**src/sv/bpq_pkg.sv**
```systemverilog
`timescale 1ns / 1ps
package bpq_pkg;

	localparam int DEFAULT_DEPTH = 8;
	localparam int ITEM_W        = 32;
	localparam int PRIO_W        = 8;
	localparam int COUNT_OUT_W   = 4;

	typedef enum logic {
		OP_INSERT = 1'b0,
		OP_REMOVE = 1'b1
	} opcode_t;

	typedef enum logic [1:0] {
		ST_INSERTED = 2'd0,
		ST_REMOVED  = 2'd1,
		ST_FULL     = 2'd2,
		ST_EMPTY    = 2'd3
	} status_t;

	typedef struct packed {
		logic                     vld;
		logic [PRIO_W-1:0]        prio;
		logic signed [ITEM_W-1:0] item;
	} entry_t;

	typedef struct packed {
		logic   insert;
		logic   remove;
		entry_t new_ent;
	} cell_cmd_t;

endpackage

```
**src/sv/bpq_if.sv**
```systemverilog
`timescale 1ns / 1ps
interface bpq_in_if import bpq_pkg::*; ();
	logic                     valid;
	logic                     ready;
	logic                     opcode;
	logic signed [ITEM_W-1:0] item_value;
	logic [PRIO_W-1:0]        priority_req;

	modport source(output valid, output opcode, output item_value, output priority_req,
		input ready);
	modport sink(input valid, input opcode, input item_value, input priority_req,
		output ready);
endinterface

interface bpq_out_if import bpq_pkg::*; ();
	logic                     valid;
	logic                     ready;
	logic [1:0]               status;
	logic signed [ITEM_W-1:0] removed_item;
	logic [PRIO_W-1:0]        removed_priority;
	logic [COUNT_OUT_W-1:0]   entry_count;

	modport source(output valid, output status, output removed_item,
		output removed_priority, output entry_count, input ready);
	modport sink(input valid, input status, input removed_item,
		input removed_priority, input entry_count, output ready);
endinterface

```
**src/sv/bpq_cell.sv**
```systemverilog
`timescale 1ns / 1ps
module bpq_cell import bpq_pkg::*; (
	input  logic      clk,
	input  logic      arst_n,
	input  cell_cmd_t cmd,
	input  entry_t    prev_ent,
	input  logic      prev_gt,
	input  entry_t    next_ent,
	output entry_t    ent,
	output logic      gt
);

	logic                     vld_q;
	logic [PRIO_W-1:0]        prio_q;
	logic signed [ITEM_W-1:0] item_q;
	entry_t                   ent_q;
	entry_t                   ent_d;

	assign ent_q = '{vld: vld_q, prio: prio_q, item: item_q};

	// An entry of equal priority stays ahead of the new one, which keeps ties in arrival order.
	assign gt = !vld_q || (ent_q.prio > cmd.new_ent.prio);

	always_comb begin
		ent_d     = ent_q;
		ent_d.vld = vld_q;
		if (cmd.insert) begin
			if (gt && !prev_gt) begin
				ent_d = cmd.new_ent;
			end else if (gt) begin
				ent_d = prev_ent;
			end
		end else if (cmd.remove) begin
			ent_d = next_ent;
		end
	end

	always_ff @(posedge clk or negedge arst_n) begin
		if (!arst_n) begin
			vld_q <= 1'b0;
		end else begin
			vld_q <= ent_d.vld;
		end
	end

	always_ff @(posedge clk) begin
		prio_q <= ent_d.prio;
		item_q <= ent_d.item;
	end

	assign ent = ent_q;

endmodule

```
**src/sv/bounded_priority_queue_core.sv**
```systemverilog
`timescale 1ns / 1ps
// Fixed-capacity minimum priority queue built as a sorted row of cells.
// The cmd channel carries one transaction per operation: opcode 0 inserts
// item_value with priority_req, opcode 1 removes the entry of smallest
// priority, the earliest inserted among equals. The rsp channel returns one
// transaction per operation with its status, the removed entry (zero when
// nothing is removed) and the number of entries held afterwards.
// Every operation completes in the cycle it is accepted: all cells compare
// their priority with the new one and shift left or right by one place in
// that same clock, and the result is registered in the rsp stage. Throughput is
// one transaction per cycle while rsp is taken. When the receiver stalls, the
// registered result waits and cmd ready falls until it is taken; nothing is
// lost. Reset empties the queue at once by clearing the valid bit of every
// cell.
module bounded_priority_queue_core import bpq_pkg::*; #(
	parameter int DEPTH = DEFAULT_DEPTH
) (
	input  logic clk,
	input  logic arst_n,
	bpq_in_if.sink    cmd,
	bpq_out_if.source rsp
);

	localparam int CNT_W = $clog2(DEPTH + 1);

	entry_t    ent     [DEPTH];
	logic      gt      [DEPTH];
	entry_t    prev_ent[DEPTH];
	logic      prev_gt [DEPTH];
	entry_t    next_ent[DEPTH];
	logic [DEPTH-1:0] vld_vec;
	cell_cmd_t cell_cmd;

	logic [CNT_W-1:0] count_q;
	logic [CNT_W-1:0] count_d;
	logic             accept;
	logic             full;
	logic             empty;
	logic             is_remove;

	logic                     rsp_valid_q;
	status_t                  rsp_status_q;
	logic signed [ITEM_W-1:0] rsp_item_q;
	logic [PRIO_W-1:0]        rsp_prio_q;
	logic [COUNT_OUT_W-1:0]   rsp_count_q;
	status_t                  status_d;
	logic signed [ITEM_W-1:0] item_d;
	logic [PRIO_W-1:0]        prio_d;

	assign cmd.ready = !rsp_valid_q || rsp.ready;
	assign accept    = cmd.valid && cmd.ready;
	assign full      = (count_q == CNT_W'(DEPTH));
	assign empty     = (count_q == '0);
	assign is_remove = (cmd.opcode == OP_REMOVE);

	always_comb begin
		cell_cmd.insert       = accept && !is_remove && !full;
		cell_cmd.remove       = accept && is_remove && !empty;
		cell_cmd.new_ent.vld  = 1'b1;
		cell_cmd.new_ent.prio = cmd.priority_req;
		cell_cmd.new_ent.item = cmd.item_value;
	end

	genvar i;
	generate
		for (i = 0; i < DEPTH; i++) begin : g_cell
			if (i == 0) begin : g_first
				assign prev_ent[i] = cell_cmd.new_ent;
				assign prev_gt[i]  = 1'b0;
			end else begin : g_mid
				assign prev_ent[i] = ent[i-1];
				assign prev_gt[i]  = gt[i-1];
			end
			if (i == DEPTH - 1) begin : g_last
				assign next_ent[i] = '0;
			end else begin : g_next
				assign next_ent[i] = ent[i+1];
			end
			assign vld_vec[i] = ent[i].vld;

			bpq_cell u_cell (
				.clk      (clk),
				.arst_n   (arst_n),
				.cmd      (cell_cmd),
				.prev_ent (prev_ent[i]),
				.prev_gt  (prev_gt[i]),
				.next_ent (next_ent[i]),
				.ent      (ent[i]),
				.gt       (gt[i])
			);
		end
	endgenerate

	always_comb begin
		count_d  = count_q;
		status_d = ST_INSERTED;
		item_d   = '0;
		prio_d   = '0;
		if (is_remove) begin
			if (empty) begin
				status_d = ST_EMPTY;
			end else begin
				status_d = ST_REMOVED;
				item_d   = ent[0].item;
				prio_d   = ent[0].prio;
				count_d  = count_q - CNT_W'(1);
			end
		end else begin
			if (full) begin
				status_d = ST_FULL;
			end else begin
				count_d = count_q + CNT_W'(1);
			end
		end
	end

	always_ff @(posedge clk or negedge arst_n) begin
		if (!arst_n) begin
			count_q     <= '0;
			rsp_valid_q <= 1'b0;
		end else begin
			if (accept) begin
				count_q     <= count_d;
				rsp_valid_q <= 1'b1;
			end else if (rsp.ready) begin
				rsp_valid_q <= 1'b0;
			end
		end
	end

	always_ff @(posedge clk) begin
		if (accept) begin
			rsp_status_q <= status_d;
			rsp_item_q   <= item_d;
			rsp_prio_q   <= prio_d;
			rsp_count_q  <= COUNT_OUT_W'(count_d);
		end
	end

	assign rsp.valid            = rsp_valid_q;
	assign rsp.status           = rsp_status_q;
	assign rsp.removed_item     = rsp_item_q;
	assign rsp.removed_priority = rsp_prio_q;
	assign rsp.entry_count      = rsp_count_q;

`ifndef SYNTHESIS
	a_count_matches_cells: assert property (@(posedge clk) disable iff (!arst_n)
		$countones(vld_vec) == int'(count_q))
		else $error("entry count disagrees with occupied cells");

	a_insert_grows: assert property (@(posedge clk) disable iff (!arst_n)
		(accept && !is_remove && !full) |=> (count_q == $past(count_q) + CNT_W'(1)))
		else $error("accepted insert did not add an entry");

	a_remove_takes_head: assert property (@(posedge clk) disable iff (!arst_n)
		(accept && is_remove && !empty) |=>
		(rsp_prio_q == $past(ent[0].prio) && rsp_status_q == ST_REMOVED))
		else $error("removal did not return the head entry");
`endif

endmodule

```
**src/flat_wrapper.sv**
```systemverilog
// flat-port wrapper written by rule: the top's interface ports become plain ports
module bounded_priority_queue_core_flat import bpq_pkg::*;
#(
	parameter int DEPTH = DEFAULT_DEPTH
)
  (clk, arst_n, cmd_valid, cmd_opcode, cmd_item_value, cmd_priority_req, cmd_ready, rsp_valid, rsp_status, rsp_removed_item, rsp_removed_priority, rsp_entry_count, rsp_ready);
  bpq_in_if cmd_i ();
  bpq_out_if rsp_i ();
  input  logic clk;
  input  logic arst_n;
  input wire logic [$bits(cmd_i.valid)-1:0] cmd_valid;
  input wire logic [$bits(cmd_i.opcode)-1:0] cmd_opcode;
  input wire logic [$bits(cmd_i.item_value)-1:0] cmd_item_value;
  input wire logic [$bits(cmd_i.priority_req)-1:0] cmd_priority_req;
  output wire logic [$bits(cmd_i.ready)-1:0] cmd_ready;
  output wire logic [$bits(rsp_i.valid)-1:0] rsp_valid;
  output wire logic [$bits(rsp_i.status)-1:0] rsp_status;
  output wire logic [$bits(rsp_i.removed_item)-1:0] rsp_removed_item;
  output wire logic [$bits(rsp_i.removed_priority)-1:0] rsp_removed_priority;
  output wire logic [$bits(rsp_i.entry_count)-1:0] rsp_entry_count;
  input wire logic [$bits(rsp_i.ready)-1:0] rsp_ready;
  assign cmd_i.valid = cmd_valid;
  assign cmd_i.opcode = cmd_opcode;
  assign cmd_i.item_value = cmd_item_value;
  assign cmd_i.priority_req = cmd_priority_req;
  assign cmd_ready = cmd_i.ready;
  assign rsp_valid = rsp_i.valid;
  assign rsp_status = rsp_i.status;
  assign rsp_removed_item = rsp_i.removed_item;
  assign rsp_removed_priority = rsp_i.removed_priority;
  assign rsp_entry_count = rsp_i.entry_count;
  assign rsp_i.ready = rsp_ready;
  bounded_priority_queue_core #(.DEPTH(DEPTH)) u_core (.clk(clk), .arst_n(arst_n), .cmd(cmd_i), .rsp(rsp_i));
endmodule
```
**config.mk**
```make
export PLATFORM = sky130hd
export DESIGN_NAME = bounded_priority_queue_core_flat
export DESIGN_NICKNAME = d
export VERILOG_FILES = /design/src/sv/bpq_pkg.sv /design/src/sv/bpq_if.sv /design/src/sv/bpq_cell.sv /design/src/sv/bounded_priority_queue_core.sv /design/src/flat_wrapper.sv
export SDC_FILE = /design/constraint.sdc
export NUM_CORES = 1
export LEC_CHECK = 0
export BUFFER_PORTS_ARGS = -buffer_cell sky130_fd_sc_hd__buf_2
export CAP_MARGIN = 15
export CELL_PAD_IN_SITES_DETAIL_PLACEMENT = 1
export CELL_PAD_IN_SITES_GLOBAL_PLACEMENT = 1
export CORE_MARGIN = 8
export CORE_UTILIZATION = 39
export DETAILED_ROUTE_END_ITERATION = 8
export GPL_TIMING_DRIVEN = 0
export PLACE_DENSITY_LB_ADDON = 0.25
export SLEW_MARGIN = 20
export SYNTH_ARGS = -nofsm -noshare
export SYNTH_HDL_FRONTEND = slang
export SYNTH_SLANG_ARGS = --single-unit
```
**constraint.sdc**
```tcl
create_clock -name clk -period 7.4 [get_ports clk]
set_input_delay 0.37 -clock clk [delete_from_list [all_inputs] [get_ports clk]]
set_output_delay 0.37 -clock clk [all_outputs]
set_load 0.02 [all_outputs]
```
# After elaboration in Yosys (flattened, before gate mapping)
# Index checks and enable logic that the tools add are counted.
[classes] n_bitwise=1 eq_ne=9 n_reduce_logical=52 n_mux=39 n_lt_le_gt_ge=8 add_sub_neg=2
[op_table] operator="$mux W41" n=31
[op_table] operator="$gt A8 B8 Y1" n=8
[op_table] operator="$ne A3 B3 Y1 const B" n=7
[op_table] operator="$logic_not A1 Y1" n=19
[op_table] operator="$reduce_and A2 Y1" n=8
[op_table] operator="$logic_and A1 B1 Y1" n=12
[op_table] operator="$mux W4" n=3
[op_table] operator="$logic_or A1 B1 Y1" n=9
[op_table] operator="$mux W2" n=3
[op_table] operator="$add A4 B1 Y4 const B" n=1
[op_table] operator="$eq A4 B4 Y1 const B" n=1
[op_table] operator="$logic_not A4 Y1" n=1
[op_table] operator="$reduce_bool A2 Y1" n=2
[op_table] operator="$sub A4 B1 Y4 const B" n=1
[op_table] operator="$mux W1" n=2
[op_table] operator="$ne A2 B2 Y1 const B" n=1
[op_table] operator="$reduce_or A2 Y1" n=1
[op_table] operator="$not A1 Y1" n=1
[totals] reg_bits=379 in_bits=45 elab_cells=141

# Longest topological paths before layout
# Gate-level depths: netlist of the first run.
[depth] ltp_word=7 depth_mapped=10 ltp_nobuf=8

# Modules after synthesis
# From an unflattened synthesis of the first run, not the netlist that was laid out.
[unflattened] hier_cells=1851 area_unflattened_um2=21190.3
[modules_own_cells] mod="bpq_cell" area_per_inst_um2=2379.8 cells_each=212 seq_area_each_um2=1226.2 n_inst=8
[modules_own_cells] mod="bounded_priority_queue_core" area_per_inst_um2=2152.1 cells_each=155 seq_area_each_um2=1506.4 n_inst=1

# Least setup slack after synthesis of the first run
# No wires, ideal clock.
[synth_timing] kind="reg-to-reg" from="register u_core.count_q[1]" to="register u_core.g_cell[0].u_cell.item_q[0] (enable)" setup_slack_ns=2.224 period_less_slack_ns=5.176 required_time_ns=6.902 path_stages_with_launch=10 setup_ns=0.498 n_path_buf=3 t_arrival_ns=4.678 cell_sequence="dfrtp_1 inv_1 ha_1 nand2_1 nor2_1 or3_1 clkbuf_1 buf_2 buf_2 o31ai_1"
[synth_via] elab_chain_cells=5 word_cells_on_any_way=9
[synth_rtl] item="start, declared" line="bounded_priority_queue_core.sv:34" text="logic [CNT_W-1:0] count_q;"
[synth_rtl] item="start signal, assigned" line="bounded_priority_queue_core.sv:123" text="count_q <= count_d;"
[synth_rtl] item="$eq A4 B4 Y1 / $logic_not A4 Y1 (equally long branches)" line="bounded_priority_queue_core.sv:52, bounded_priority_queue_core.sv:53"
[synth_rtl] item="$logic_not A1 Y1, on equally long branches" line="bounded_priority_queue_core.sv:57, bounded_priority_queue_core.sv:58"
[synth_rtl] item="$logic_and A1 B1 Y1, on equally long branches" line="bounded_priority_queue_core.sv:57, bounded_priority_queue_core.sv:58"
[synth_rtl] item="$ne A2 B2 Y1 (no line) / $reduce_bool A2 Y1 (equally long branches)"
[synth_rtl] item="$reduce_and A2 Y1 (no line) (*)"
[synth_rtl] item="end signal, assigned" line="bpq_cell.sv:48" text="item_q <= ent_d.item;"
[synth_rtl] item="end, declared" line="bpq_cell.sv:15" text="logic signed [ITEM_W-1:0] item_q;"
# Mark *: on every way between the ends. The rest lies on a longest branch, timed or not.
# A chain may end at the register's enable or synchronous reset.

# Worst setup path in the final report of the first run
[layout_timing] from="register u_core.count_q[1]" to="register u_core.g_cell[7].u_cell.item_q[5] (enable)"
[layout_via] elab_chain_cells=5 word_cells_on_any_way=9
[layout_rtl] item="$eq A4 B4 Y1 / $logic_not A4 Y1 (equally long branches)" line="bounded_priority_queue_core.sv:52, bounded_priority_queue_core.sv:53"
[layout_rtl] item="$logic_not A1 Y1, on equally long branches" line="bounded_priority_queue_core.sv:57, bounded_priority_queue_core.sv:58"
[layout_rtl] item="$logic_and A1 B1 Y1, on equally long branches" line="bounded_priority_queue_core.sv:57, bounded_priority_queue_core.sv:58"
[layout_rtl] item="$ne A3 B3 Y1 (no line) / $reduce_bool A2 Y1 (equally long branches)"
[layout_rtl] item="$reduce_and A2 Y1 (no line) (*)"
[layout_rtl] item="end signal, assigned" line="bpq_cell.sv:48"
[layout_rtl] item="end, declared" line="bpq_cell.sv:15"
# Marks and branches as above.

==> results of run 1 <==
==> power by group <==
part	switching (mW)	leakage (nW)	internal [mW]
registers	0.252	3.63	2.91
clock network	0.942	0.685	1.26
logic	1.98	4.60	0.767
total	3.17	8.91	4.94
==> sequential cells by signal (all words and copies together), names as in the netlist <==
signal / count
u_core.count_q: 4
u_core.g_cell.u_cell.item_q: 256
u_core.g_cell.u_cell.prio_q: 64
u_core.g_cell.u_cell.vld_q: 8
u_core.rsp.entry_count: 4
u_core.rsp.removed_item: 32
u_core.rsp.removed_priority: 8
u_core.rsp.status: 2
u_core.rsp.valid: 1
==> metal layers <==
layer	GRT usage, %	part of all wire (%)	vias up
met1	34.2	42	9466
met2	43.8	47	845
li1	-	-	8160
met5	0	0	-
met3	3.95	7.4	175
met4	10.3	3.4	0
==> per-stage QoR <==
step | hold slack [ns] | power (mW) | util [%] | setup slack [ns] | instances
4_1_cts | 0.0155 | 8.07 | 45.6 | 3.48 | 2947
3_3_place_gp | 0.305 | 5.71 | 42.1 | -1.69 | 2846
2_1_floorplan | 0.0744 | 4.71 | - | 2.22 | 2066
6_report | 0.0464 | 8.11 | 45.6 | 3.36 | 2947
5_1_grt | 0.0380 | 8.41 | 45.6 | 3.20 | 2947
3_5_place_dp | 0.312 | 5.87 | 42.9 | 3.49 | 2862
==> cell usage in the layout, fill, tap and decap left out, drive strengths merged, types with 5 or more instances in the layout <==
master   netlist  layout
edfxtp       366     366
nand2        297     297
buf           88     196
clkbuf       109     180
a21oi        172     172
o21ai        168     168
nor2         154     154
a31oi        145     145
ha            66      66
nand4         56      56
and2          55      55
o211ai        52      52
nand3         50      50
a211o         43      43
o2111ai       40      40
a2bb2oi       40      40
mux2i         40      40
inv           24      25
nor3          16      16
a221o         14      14
dfrtp         13      13
nor2b         11      11
clkinv         0      10
a21o           8       8
a22oi          8       8
and3           5       5
==> final cells by class <==
| class | instances | area (sq um) |
|---|---|---|
| Buffer | 197 | 852 |
| Clock buffer | 71 | 1330 |
| Clock inverter | 12 | 80.1 |
| Fill cell | 5887 | 28700 |
| Inverter | 24 | 92.6 |
| Multi-Input combinational cell | 1466 | 8700 |
| Sequential cell | 379 | 11300 |
| Tap cell | 688 | 861 |
| Timing Repair Buffer | 110 | 836 |
==> worst min-delay path by stage <==
stage,from,endpoint,slack [ns]
4_1_cts,cmd_opcode,u_core.rsp.status[0],0.02
5_1_grt,cmd_opcode,u_core.rsp.status[0],0.04
3_5_place_dp,arst_n,u_core.rsp.valid,0.31
2_1_floorplan,arst_n,u_core.count_q[0],0.07
6_report,cmd_opcode,u_core.rsp.status[0],0.05
3_3_place_gp,arst_n,u_core.g_cell[0].u_cell.vld_q,0.30
==> kinds of logic (layout without fill, tap and decap cells) <==
kind of cell	after synthesis	after routing
buffers and inverters	221	414
AOI/OAI and AO/OA	701	701
and+or+nand+nor	653	653
adders and majority gates	66	66
DFF	379	379
muxes	43	43
xor gates and xnor gates	3	3
==> summary.txt, run 1 <==
Clocking
  – Clock-pin slew of the registers on the worst-case setup and hold paths: 0.05 ns
  – Setup Buffers After CTS: 0
  – Sink Count: 379
  – Inserted Clock Buffers: 45
  – Clk Latency, worst-skew pair: 0.59 ns
  – Worst-case clock buffer depth: 3
  – Root Buffer: clkbuf_16
  – CTS tree: done
  – Post-CTS resize count: 0
  – H-tree levels: 2
  – CTS Hold Bufs: 2

Power and ir drop
  – PwrDens: 337 nW/um^2
  – Peak VDD IR: 0.162 mV
  – Leak: 8.91 nW

Finish
  – Fin nets: 2,334
  – Final Cell Area: 24,100 sq um
  – Antenna diode count: 0
  – Syn-to-layout area delta: 15.3%
  – Layout cells sized above 1: 11.7%

Setup path
  – Crit-path cells: inv_1 -> ha_1 -> nand2_1 -> nor2_1 -> nor3_2 -> buf_2 -> buf_2 -> buf_2 -> o21ai_0 -> nand2_4
  – Startpoint Class: register
  – CP arrival: 4.24 ns
  – Worst path bufs/invs: 4
  – Crit path to: u_core.g_cell[7].u_cell.item_q[5]
  – Largest delay contributor family on the critical path: simple AND/OR/NAND/NOR gates
  – WS Path Type: register to register
  – Setup crit start: u_core.count_q[1]
  – Worst R2R Path Depth: 10
  – CP endpoint kind: register
  – Reg2reg start: u_core.count_q[1]
  – Slowest cell on crit path: nor3_2
  – R2r setup slk: 3.36 ns
  – Max incr delay on CP: 0.71 ns
  – R2r endpoint: u_core.g_cell[7].u_cell.item_q[5]
  – Crit path top cell by count: buf_2
  – Crit Path Max Fanout: 40
  – Cell count along the critical path: 10
  – Required time worst endpoint: 7.61 ns

Place
  – Port Buffers: 92
  – Post-DP Area: 22,600 sq um
  – Post-detailed-placement half-perimeter wirelength: 60,100 microns
  – Placer Congestion: 0.879

Logic synthesis
  – List of most frequent post-synthesis cells: 366 x edfxtp_1, 297 x nand2_1, 172 x a21oi_1
  – Synth unique cells: 46
  – Post-synthesis simple-gate area fraction: 13.8%
  – Number of synthesized flops with an enable pin: 366
  – Yosys reg bits: 379
  – Post-Synth Adder-Cell Area: 3.96%
  – Most common cell in the netlist: edfxtp_1
  – Mux cell area share after synthesis: 2.08%
  – Synth area leaders: edfxtp_1 53%, nand2_1 5.3%, a31oi_1 4.3%
  – Compound-Gate Fraction of Synth Area: 21.3%
  – Post-synthesis sequential area ratio: 54.2%
  – Gate Count Post-Synth: 2,066
  – Post-synth top area cell: edfxtp_1
  – Ys Warns: 0
  – Area of the mapped netlist: 20,900 sq um
  – Async S/R FF share, synth: 3.43%
  – XOR/XNOR Fraction of Synth Area: 0.126%
  – Ys flop type: edfxtp_1
  – Post-synthesis net count: 2,177
  – Largest family of logic cells by synthesized area: compound AO/OA/AOI/OAI gates
  – Post-synth top area share: 52.7%
  – Syn avg cell area: 10.1 sq um

Job
  – Number of max-cap violations: 0

Floorplan
  – Core Area: 52,800 sq um
  – Die H: 247 microns
  – IO Count: 93
  – Die ar.: 61,200 sq um
  – # rows: 84
  – Initial Utilization: 39.6%
  – Die X: 247 microns

Detailed routing
  – DRT Pass-1 Iters: 7
  – DRT iter0 DRCs: 1,623
  – Total Wirelength: 82,000 microns
  – DRC Markers: 0
  – Detailed-route via count: 18,600
  – WL/cell: 27.8 microns
  – Routed Antenna Nets: 0
  – Number of vias per cell: 6.33

STA
  – Fin. Hold Viols: 0
  – RSZ-0062 raised after global routing: false
  – Max-slew violations: 0
  – Crit share post-route: 54.5%
  – Worst-Margin Slew: 1.10 ns
  – Fmax: 0.248 GHz
  – Clock skew: 0.0167 ns
  – Setup tns final: 0 ns
  – Minimum clock period: 4.04 ns
  – Slew margin rel.: 26.7%
  – Setup violations, final: 0

Outcome
  – Status: completed

GRT
  – Number of global-route vias before repair: 19,700
  – Antenna violations before repair: 0
  – Gr usage total: 26.2%
  – Largest net degree at the start of global routing: 41
  – GRT overflow: 0
  – First-pass GRT wire length: 122,000 microns

Min path
  – Hold WC Path Type: primary input to register
  – Worst hold path depth: 1
Power figures use the tool's default switching activity.
==> run 2: changes to the inputs <==
- clock period: 7.4 -> 3.9 ns (I/O delays scaled with it)
==> run 2 against run 1 <==
Total power rose by 89%. Combinational power rose by 90%. Clock skew rose by 0.0051 ns. Die area did not move. Clock power rose by 86%. Sequential cell count did not move. First-iteration DRC count rose by 5.5%. Register-to-register slack got worse by 3.2 ns. Hold slack improved by 0.016 ns. Design area barely moved. Critical endpoint is now u_core.g_cell[0].u_cell.item_q[0]. Largest cell class unchanged.
==> summary.txt, run 2 (synthesis gave the netlist of run 1 again) <==
Clocking
  – CTS tree: done
  – Root Buffer: clkbuf_16
  – Sink Count: 379 (unchanged)
  – Worst-case clock buffer depth: 3 (unchanged)
  – Clock-pin slew of the registers on the worst-case setup and hold paths: 0.06 ns (about the same)
  – H-tree levels: 2 (unchanged)
  – Clk Latency, worst-skew pair: 0.59 ns (about the same)
  – Inserted Clock Buffers: 44 (-2.2%)

GRT
  – Gr usage total: 26.4% (+0.21 points)
  – First-pass GRT wire length: 124,000 microns (+1.2%)
  – GRT overflow: 0 (unchanged)
  – Largest net degree at the start of global routing: 41 (unchanged)
  – Number of global-route vias before repair: 19,900 (+0.99%)
  – Antenna violations before repair: 1 (+1)

Place
  – Port Buffers: 92 (unchanged)
  – Post-detailed-placement half-perimeter wirelength: 60,000 microns (-0.16%)
  – Placer Congestion: 0.872 (-0.83%)
  – Cells after DPL: 2,863 (+0.035%)

Job
  – Number of max-cap violations: 0 (unchanged)

Finish
  – Most frequent cells in the layout: 366 x edfxtp_1, 296 x nand2_1, 173 x buf_2
  – Post-route insts no fill: 2,947 (unchanged)
  – Register with the most flip-flops: u_core.g_cell.u_cell.item_q
  – Number of flip-flops in the largest register: 256 (unchanged)
  – Antenna diode count: 0 (unchanged)
  – Fillers: 5,889 (+0.034%)
  – Layout cells sized above 1: 11.8% (+0.13 points)
  – Leading cell type in the layout, fill and taps excluded: edfxtp_1
  – Fin nets: 2,337 (+0.13%)
  – Syn-to-layout area delta: 15.3% (about the same)

STA
  – Crit share post-route: 96.1% (+42 points)
  – Setup violations, final: 0 (unchanged)
  – Clock skew: 0.0217 ns (+0.00505 ns)
  – Fmax: 0.267 GHz (+7.7%)
  – Max-slew violations: 0 (unchanged)
  – Setup tns final: 0 ns (unchanged)
  – Slew margin rel.: 29.7% (+3.0 points)
  – Fin. Hold Viols: 0 (unchanged)
  – Minimum clock period: 3.75 ns (-0.287 ns)
  – RSZ-0062 raised after global routing: true
  – Final Hold Slack: 0.0620 ns (+0.0156 ns)
  – Worst-Margin Slew: 1.06 ns (-0.0449 ns)

Setup path
  – CP endpoint kind: register
  – Cell count along the critical path: 11 (+1)
  – Worst R2R Path Depth: 11 (+1)
  – CP arrival: 4.09 ns (-0.15 ns)
  – Reg2reg start: u_core.count_q[1]
  – Required time worst endpoint: 4.25 ns (-3.36 ns)
  – Worst path bufs/invs: 5 (+1)
  – Crit Path Max Fanout: 10 (-75%)
  – Slowest cell on crit path: clkbuf_1
  – R2r endpoint: u_core.g_cell[0].u_cell.item_q[0]
  – Setup crit start: u_core.count_q[1]
  – Crit-path cells: inv_1 -> ha_1 -> nand2b_1 -> nor2_1 -> nor2b_2 -> nand2_1 -> clkbuf_1 -> o31ai_4 -> buf_8 -> buf_8 -> buf_6
  – Crit path to: u_core.g_cell[0].u_cell.item_q[0]
  – R2r setup slk: 0.15 ns (-3.21 ns)
  – Largest delay contributor family on the critical path: buffers and inverters
  – WS Path Type: register to register
  – Crit path top cell by count: buf_8
  – Startpoint Class: register
  – Max incr delay on CP: 0.83 ns (+0.12 ns)

Floorplan
  – Core Area: 52,800 sq um (unchanged)
  – Die H: 247 microns (unchanged)
  – IO Count: 93 (unchanged)
  – Die X: 247 microns (unchanged)
  – Initial Utilization: 39.6% (unchanged)
  – # rows: 84 (unchanged)
  – Die ar.: 61,200 sq um (unchanged)

Power and ir drop
  – Peak VDD IR: 0.328 mV (+100%)
  – PwrDens: 637 nW/um^2 (+89%)
  – Post-route total power: 15.3 mW (+89%)
  – Leak: 8.92 nW (about the same)

Outcome
  – Status: completed

Detailed routing
  – DRT iter0 DRCs: 1,712 (+5.5%)
  – Number of vias per cell: 6.29 (-0.61%)
  – DRT Pass-1 Iters: 5 (-2)
  – DRC Markers: 0 (unchanged)
  – Routed Antenna Nets: 0 (unchanged)
  – Detailed-route via count: 18,500 (-0.61%)
  – WL/cell: 27.8 microns (about the same)
  – Total Wirelength: 82,000 microns (about the same)

Min path
  – Hold WC Path Type: primary input to asynchronous set/reset pin
[run 2: changes by cell type in the layout (fill, tap and decap cells not counted), moves of 2 or more]
cell | previous run | this run
clkbuf_1 | 127 | 124
buf_4 | 2 | 4
clkbuf_8 | 6 | 4
clkbuf_16 | 47 | 45
dlygate4sd3_1 | 2 | 4
clkinv_2 | 3 | 6
[run 2: final cells by class]
| type | count | area (sq um) | area share, % |
|---|---|---|---|
| inverter | 24 | 92.6 | 0.385 |
| sequential | 379 | 11300 | 47.0 |
| multi-input combinational | 1466 | 8710 | 36.2 |
| tap | 688 | 861 | 3.58 |
| timing repair buffer | 115 | 891 | 3.70 |
| buffer | 196 | 848 | 3.52 |
| clock buffer | 65 | 1240 | 5.16 |
| clock inverter | 14 | 113 | 0.468 |
[run 2: how the worst min path moves through the flow]
stage / start / to / slack (ns)
after CTS: cmd_item_value[9] / u_core.g_cell[0].u_cell.item_q[9] / 0.03
after detailed placement: arst_n / u_core.g_cell[0].u_cell.vld_q / 0.13
after floorplan: arst_n / u_core.count_q[0] / -0.10
after global routing: cmd_item_value[8] / u_core.g_cell[0].u_cell.item_q[8] / 0.08
after global placement: arst_n / u_core.g_cell[0].u_cell.vld_q / 0.13
final: arst_n / u_core.g_cell[5].u_cell.vld_q / 0.06
[run 2: metal layers]
metal | global-route usage (%) | share of wire (%) | wire length [microns] | vias to the layer above
li1 | - | - | - | 8166
met1 | 34.6 | 42 | 34300 | 9333
met2 | 44.2 | 48 | 39100 | 862
met3 | 3.93 | 7.3 | 5980 | 171
met4 | 9.96 | 3.2 | 2620 | 0
met5 | 0 | 0 | 0 | -
[run 2: through the flow]
stage	instance area (sq um)	util (%)	setup WS, ns
3_3_place_gp	22200	42.1	-2.59
6_report	24100	45.6	0.152
5_1_grt	24100	45.6	-0.0439
4_1_cts	24100	45.6	0.0368
2_1_floorplan	20900	-	-0.206
3_5_place_dp	22700	42.9	-0.0689
[run 2: report_power, final]
| part | internal (mW) | switching [mW] | total, mW |
|---|---|---|---|
| Sequential | 5.53 | 0.480 | 6.01 |
| Clock | 2.32 | 1.76 | 4.09 |
| Combinational | 1.47 | 3.76 | 5.23 |
| Total | 9.32 | 6.00 | 15.3 |
[run 2: timing repair]
item / CTS / global route
endpoints found under the setup margin: 25 / 169
hold buffers: 4 / 0
resized for setup: 1 / 2
pin swaps: 0 / 1
endpoints found under the hold margin: 15 / 0
cloned: 0 / 0
setup buffers: 0 / 2
[run 2: worst register-to-register path: cells and delay by family (launching register included)]
kind,cells,cell delay (ns)
buffers and inverters,5,1.57
AND/OR/NAND/NOR,4,0.84
adder cells (fa/ha/maj),1,0.26
AO/OA/AOI/OAI,1,0.38
flip-flops,1,0.46
